$ cat src/sv/tjt_pkg.sv
// ----------------------------------------------------------------------------
// tjt_pkg
// Shared types, constants and time helpers for the timed job table.
// ----------------------------------------------------------------------------
package tjt_pkg;

  localparam int CAPACITY  = 16;
  localparam int TIME_BITS = 32;
  localparam int IDX_W     = $clog2(CAPACITY);
  localparam int CNT_W     = $clog2(CAPACITY + 1);

  typedef logic [TIME_BITS-1:0] time_t;

  localparam time_t T_INF = '1;
  localparam time_t T_LIM = T_INF - time_t'(1);

  localparam logic [3:0] MODE_ADD       = 4'd0;
  localparam logic [3:0] MODE_ID_FADE   = 4'd1;
  localparam logic [3:0] MODE_ID_CUT    = 4'd2;
  localparam logic [3:0] MODE_TRK_FADE  = 4'd3;
  localparam logic [3:0] MODE_TRK_CUT   = 4'd4;
  localparam logic [3:0] MODE_ALL_FADE  = 4'd5;
  localparam logic [3:0] MODE_ALL_CUT   = 4'd6;
  localparam logic [3:0] MODE_COLLECT   = 4'd7;
  localparam logic [3:0] MODE_DUMP      = 4'd8;

  typedef struct packed {
    logic [15:0] id;
    logic        valid;
    logic [7:0]  clip;
    logic [3:0]  track;
    logic [15:0] weight;
    time_t       start;
    time_t       fade_in;
    time_t       fade_out;
    time_t       stop;
  } entry_t;

  typedef enum logic [2:0] {
    C_HOLD, C_LOAD, C_SHIFT_UP, C_SHIFT_DN, C_HALT, C_TRIM_LO, C_TRIM_HI
  } cell_op_t;

  typedef struct packed {
    time_t  now;
    logic   fade;
    entry_t new_e;
  } cell_ctl_t;

  function automatic time_t sat_add(time_t a, time_t b);
    logic [TIME_BITS:0] s;
    s = {1'b0, a} + {1'b0, b};
    return (s >= {1'b0, T_LIM}) ? T_LIM : s[TIME_BITS-1:0];
  endfunction

  function automatic time_t floor_sub(time_t a, time_t b);
    return (a > b) ? a - b : '0;
  endfunction

endpackage

$ cat src/sv/tjt_cell.sv
// ----------------------------------------------------------------------------
// tjt_cell
// One table slot: holds an entry, shifts with its neighbors, halts and trims.
// ----------------------------------------------------------------------------
module tjt_cell (
  input  logic              clk,
  input  logic              rst,
  input  tjt_pkg::cell_op_t  op,
  input  tjt_pkg::cell_ctl_t ctl,
  input  tjt_pkg::entry_t    lo,
  input  tjt_pkg::entry_t    hi,
  output tjt_pkg::entry_t    q
);
  import tjt_pkg::*;

  entry_t halt_e;
  entry_t trim_lo_e;
  entry_t trim_hi_e;
  time_t  halt_end;

  always_comb begin
    halt_end = ctl.fade ? sat_add(ctl.now, floor_sub(q.stop, q.fade_out)) : ctl.now;
    halt_e = q;
    if (ctl.now < q.start) begin
      halt_e.valid = 1'b0;
    end else if (ctl.now < q.stop) begin
      halt_e.fade_out = ctl.now;
      halt_e.stop     = halt_end;
      halt_e.valid    = q.valid && (q.start < halt_end);
    end

    // earlier neighbor on the same track loses its tail
    trim_lo_e = q;
    if (q.valid && q.track == ctl.new_e.track) begin
      if (q.stop >= ctl.new_e.fade_in) begin
        trim_lo_e.stop     = ctl.new_e.fade_in;
        trim_lo_e.fade_out = ctl.new_e.start;
      end
      trim_lo_e.valid = trim_lo_e.start < trim_lo_e.stop;
    end

    // later neighbor loses its head
    trim_hi_e = q;
    if (q.valid && q.track == ctl.new_e.track) begin
      if (q.start <= ctl.new_e.fade_out) begin
        trim_hi_e.start   = ctl.new_e.fade_out;
        trim_hi_e.fade_in = ctl.new_e.stop;
      end
      trim_hi_e.valid = trim_hi_e.start < trim_hi_e.stop;
    end
  end

  always_ff @(posedge clk) begin
    if (rst) begin
      q.valid <= 1'b0;
    end else begin
      unique case (op)
        C_HOLD:     q <= q;
        C_LOAD:     q <= ctl.new_e;
        C_SHIFT_UP: q <= lo;
        C_SHIFT_DN: q <= hi;
        C_HALT:     q <= halt_e;
        C_TRIM_LO:  q <= trim_lo_e;
        C_TRIM_HI:  q <= trim_hi_e;
        default:    q <= q;
      endcase
    end
  end

endmodule

$ cat config.mk
export PLATFORM = sky130hd
export DESIGN_NAME = tjt_cell
export DESIGN_NICKNAME = d
export VERILOG_FILES = /design/src/sv/tjt_pkg.sv /design/src/sv/tjt_cell.sv
export SDC_FILE = /design/constraint.sdc
export NUM_CORES = 1
export LEC_CHECK = 0
export ABC_AREA = 1
export BUFFER_PORTS_ARGS = -buffer_cell sky130_fd_sc_hd__buf_2
export CAP_MARGIN = 5
export CORE_AREA = 4 4 286 288
export CTS_CLUSTER_DIAMETER = 120
export DETAILED_ROUTE_END_ITERATION = 7
export DIE_AREA = 0 0 290 292
export MAX_ROUTING_LAYER = met4
export PLACE_DENSITY = 0.51
export SYNTH_ARGS = -nofsm -noshare
export SYNTH_HDL_FRONTEND = slang
export SYNTH_SLANG_ARGS = --single-unit
$ cat constraint.sdc
create_clock -name clk -period 9.3 [get_ports clk]
set_clock_uncertainty 0.2 [all_clocks]
set_input_delay 0 -clock clk [delete_from_list [all_inputs] [get_ports clk]]
set_output_delay 0 -clock clk [all_outputs]
set_load 0.05 [all_outputs]
After elaboration in Yosys (flattened, before gate mapping)

Cells that the tools add are included.

Bits in writable memories: 0
Output and inout bits: 173
Flip-flop bits (word level): 173
Bits of input ports: 557
Memories: 0
Bits in read-only memories: 0
Latch bits: 0

$lt $le $gt $ge: 9
Shifts and indexed selects: 0
Bitwise logic cells: 4
Muxes and demuxes: 16
Equal/unequal tests: 14
Multiply operators: 0
Add/sub/neg operators: 2
Divide/modulo/power cells: 0
Reduce and logical (&&, ||, !) cells: 12

Operators by type and width:

| cell                   | count |
|---|---|
| $pmux W173 S6          | 1 |
| $mux W64               | 8 |
| $lt A32 B32 Y1         | 5 |
| $mux W32               | 3 |
| $add A32 B32 Y33       | 1 |
| $ge A33 B32 Y1 const B | 1 |
| $ge A32 B32 Y1         | 1 |
| $gt A32 B32 Y1         | 1 |
| $le A32 B32 Y1         | 1 |
| $sub A32 B32 Y32       | 1 |
| $ne A2 B2 Y1 const B   | 6 |
| $reduce_and A6 Y1      | 2 |
| $reduce_and A5 Y1      | 2 |
| $eq A3 B3 Y1 const B   | 3 |
| $reduce_and A7 Y1      | 1 |
| $eq A3 B2 Y1 const B   | 2 |
| $reduce_bool A6 Y1     | 1 |
| $reduce_bool A5 Y1     | 1 |
| $eq A4 B4 Y1           | 1 |
| $mux W1                | 4 |
| $not A1 Y1             | 4 |
| $reduce_and A4 Y1      | 1 |
| $reduce_bool A4 Y1     | 1 |
| $eq A3 B1 Y1 const B   | 1 |
| other kinds (3)        | 4 |

Longest topological paths before layout

Word-level depth: 11
Depth in mapped cells: 59
Depth with buffers taken out: 58

Worst setup path before layout

Ideal clock, no wire load.

Kind: register to register
Start: register q[146] (netlist bit)
End: register q[64] (netlist bit) (enable)
Stages on the path, launching flop included: 9
Period minus slack after synthesis: 8.147 ns
Setup slack: 1.153 ns
Arrival: 7.559 ns
Cells stage by stage: edfxtp_1 xor2_1 nor2_1 nand4_1 nand2_1 inv_1 a2111oi_0 o211ai_1 inv_1

Cells in the longest elaborated chain, start to end: 4

Ends and longest elaborated chain:

| element                            | RTL line       | text |
|---|---|---|
| start: declaration                 | tjt_cell.sv:12 | `output tjt_pkg::entry_t q` |
| start signal: assignment           | tjt_cell.sv:58 | `C_HOLD: q <= q;` |
| start signal: assignment           | tjt_cell.sv:59 | `C_LOAD: q <= ctl.new_e;` |
| start signal: assignment           | tjt_cell.sv:60 | `C_SHIFT_UP: q <= lo;` |
| $eq A4 B4 Y1                       | tjt_cell.sv:44 | `if (q.valid && q.track == ctl.new_e.track) begin` |
| $logic_and A1 B1 Y1                | tjt_cell.sv:44 |  |
| $ne A2 B2 Y1 (no source line)      | -              |  |
| $reduce_and A6 Y1 (no source line) | -              |  |

No other way between the ends.
A chain may end at the register's enable or synchronous reset.

Final worst setup path

Start: register q[0] (netlist bit)
End: register q[156] (netlist bit)

Cells in the longest elaborated chain, start to end: 11
Elaborated cells between the ends (all ways): 22

Ends and longest elaborated chain:

| element                                            | RTL line       | text |
|---|---|---|
| $sub A32 B32 Y32 or $gt A32 B32 Y1 (tied branches) | tjt_pkg.sv:56  | `return (a > b) ? a - b : '0;` |
| $mux W32                                           | tjt_pkg.sv:56  |  |
| $add A32 B32 Y33                                   | tjt_pkg.sv:51  | `s = {1'b0, a} + {1'b0, b};` |
| $ge A33 B32 Y1                                     | tjt_pkg.sv:52  | `return (s >= {1'b0, T_LIM}) ? T_LIM : s[TIME_BITS-1:0];` |
| $mux W32                                           | tjt_pkg.sv:52  |  |
| $mux W32                                           | tjt_cell.sv:22 | `halt_end = ctl.fade ? sat_add(ctl.now, floor_sub(q.stop, q.fade_out)) : ctl.now;` |
| $lt A32 B32 Y1                                     | tjt_cell.sv:29 | `halt_e.valid = q.valid && (q.start < halt_end);` |
| $logic_and A1 B1 Y1                                | tjt_cell.sv:29 |  |
| $mux W1                                            | tjt_cell.sv:26 | `end else if (ctl.now < q.stop) begin` |
| $mux W1                                            | tjt_cell.sv:24 | `if (ctl.now < q.start) begin` |
| $pmux W173 S6                                      | tjt_cell.sv:57 | `unique case (op)` |

Parallel ways exist; a longest one is shown, timed or not. The select of a mux whose other input is x is not followed.

==> reports/results.tsv <==
metric	value	unit
outcome	finished clean	
dpl cell area	25000	um^2
worst skew pair latency	0.51	ns
Iter 0 DRT Violations	2069	
most used flip-flop cell after synthesis	edfxtp_1	
Synth top cells by count	923 x nand2_1, 366 x inv_1, 285 x ha_1	
DRT Pass-1 Iters	5	
hold wc startpoint	hi[169]	
Root Buffer	clkbuf_16	
sequential fraction of the synthesis area	0.258	
total wire length	129	mm
Cell Rows	103	
top cells by area, synth	edfxtp_1 26%, ha_1 18%, nand2_1 17%, inv_1 6.8%, nand3_1 4.7%	
Final Cell Area	29700	um^2
Synth warnings	0	
delay of the slowest cell on the worst path	0.54	ns
cell with the most instances after synthesis	nand2_1	
Yosys top cell by area	edfxtp_1	
switch share	0.471	
Slowest cell on crit path	dlygate4sd3_1	
Pwr Total	0.00389	W
Compound-Gate Fraction of Synth Area	0.153	
Nets	4868	
Die Wd	290	um
# clock sinks	173	
Worst Setup SP	q[0]$_DFFE_PP_	
final hold slack	0.106	ns
Post-Synth Adder-Cell Area	0.179	
vias post-DR	25800	
P&R area growth vs syn	47.7	%
Post-CTS Setup Inserts	0	
biggest regs	q x173	
setup_tns	0	ns
Yosys top cell area share	0.257	
Final setup viols	0	
TritonCTS Buffers	17	
CTS tree	yes	
Slew HR	0.156	
Register Area	5180	um^2
drt wl/cell	25.1	um
worst r2r src	q[0]$_DFFE_PP_	
maximum vdd ir drop	0.126	mV
multi-input logic area	13200	um^2
full die area	84700	um^2
CTS clk-pin slew, worst paths	0.09	ns
share of cells above drive strength 1	0.207	
CP Launch Type	flop	
Starting Density	0.255	
area share of and/or/nand/nor cells after synthesis	0.303	
H-tree depth	4	
ANT nets after route	0	
initial antenna violation count	42	
largest net degree at the start of global routing	144	
max frequency	0.119	GHz
number of flip-flops under the largest register name	173	
first-pass GRT wire length	179	mm
vias in the first global route	25500	
CTS max path bufs	2	
Syn Inst Count	2954	
Post-Syn Area	20100	um^2
core area	78900	um^2
Final Hold Fails	0	
DRC	0	
gpl congestion	0.990	
port bufs	729	
fillers	8686	
Crit Path Max Fanout	32	
Tcrit/Tclk final	0.904	
ys async rst share	0	
Switch Pwr	0.00184	W
Clk network pwr share	0.210	
worst hold path type	input port to flop	
Tmin final	8.41	ns
syn_nets	3798	
Synth cell types	58	
Post-synth EDFFs	172	
largest family of logic cells by synthesized area	simple AND/OR/NAND/NOR gates	
Reg with most FFs	q	
unrepaired setup endpoints after global routing	false	
CP arrival	8.59	ns
worst slew pin tran	1.25	ns
Req. time, crit path	9.49	ns
#FFs+latches synth	173	
mux contribution to synthesized area	0	
pwr/cell area	131	nW/um^2
All-Layer GR Usage	0.299	
Max Slew Vio Count	0	
CP Capture Type	flop	
Internal	0.00206	W
vias per std cell	5.04	
IO Pins	730	
max cap viols	0	
Synth Area per Inst	6.81	um^2
CP dominant cell by count	nand2_1	
Util after Layout	0.377	
die height	292	um
Sequential Power Share	0.260	
GRT overflow	0	
Comb pwr share	0.530	
Post-Synth XOR/XNOR Area	0.0170	
hpwl dp	107	mm
kind of critical path	flop to flop	
Static Leakage	14.7	nW
layout make-up:
| type | instances | area share |
|---|---|---|
| multi-input combinational | 2301 | 0.444 |
| clock buffer | 17 | 0.0143 |
| timing repair buffer | 1159 | 0.265 |
| inverter | 372 | 0.0471 |
| clock inverter | 15 | 0.00687 |
| sequential | 173 | 0.175 |
| antenna | 40 | 0.00337 |
| tap | 1050 | 0.0442 |
placed cells by master (no fill, tap or decap), drive strengths merged, types with 6 or more instances in the layout:
cell,Yosys,layout
o21ai,158,158
xor2,14,14
a22oi,45,45
nand3b,9,9
o211ai,27,27
a21oi,180,180
nand4,82,82
buf,12,767
a32oi,13,13
a221oi,6,6
nor2,211,211
edfxtp,172,172
xnor2,25,25
nand3,188,188
clkinv,2,9
nor4,10,10
nand2,927,927
dlygate4sd3,0,392
diode,0,40
inv,370,378
nor3,19,19
a211oi,40,40
ha,285,285
o221ai,9,9
clkbuf,96,17
worst paths after layout:
| path | endpoint | slack (ns) | cells after the start |
|---|---|---|---|
| hold reg to reg | q[156]$_SDFFE_PP0P_ | 1.15 | 3 |
| setup reg to reg | q[156]$_SDFFE_PP0P_ | 0.89 | 54 |
| hold / removal | q[169]$_DFFE_PP_ | 0.11 | 4 |
| setup / recovery | q[156]$_SDFFE_PP0P_ | 0.89 | 54 |
critical path: cells and delay by family, from the launching register on:
| kind | cells | cell delay, ns |
|---|---|---|
| AOI/OAI and AO/OA | 11 | 1.44 |
| DFF | 1 | 0.38 |
| adders and majority gates | 5 | 1.70 |
| buffers and inverters | 6 | 1.08 |
| and+or+nand+nor | 32 | 3.50 |
power groups by stage:
stage	logic (W)	clock network [W]	registers, W
after CTS	0.00205	0.000837	0.00101
after global routing	0.00227	0.000849	0.00101
after detailed placement	0.00184	0	0.00103
final	0.00207	0.000818	0.00101
after floorplan	0.000998	0	0.00117
after global placement	0.00184	0	0.00103
cells by family after synthesis:
group                      after synthesis
AOI/OAI and AO/OA                      514
xor gates and xnor gates                39
adders and majority gates              287
buffers and inverters                  480
DFF                                    173
and+or+nand+nor                       1461
metal layers:
layer	vias up	wire length, um	global-route usage	part of all wire
met4	0	5610	0.119	0.044
met1	12100	50700	0.352	0.39
met5	-	0	-	0
met2	1221	61800	0.503	0.48
met3	234	10600	0.0586	0.082
li1	12200	-	-	-
stage by stage:
| stage | worst slack, ns | instances |
|---|---|---|
| floorplan | 1.15 | 2954 |
| global placement | 1.52 | 4663 |
| detailed placement | 1.43 | 4663 |
| CTS | 0.829 | 5087 |
| global route | 0.0423 | 5118 |
| finish | 0.892 | 5127 |
timing repair:
item | CTS | global route
hold buffers | 392 | 0
endpoints found under the setup margin | 0 | 1
resized for setup | 0 | 1
hold endpoints to repair | 184 | 0
No activity file was read; power rests on OpenSTA's default activity.
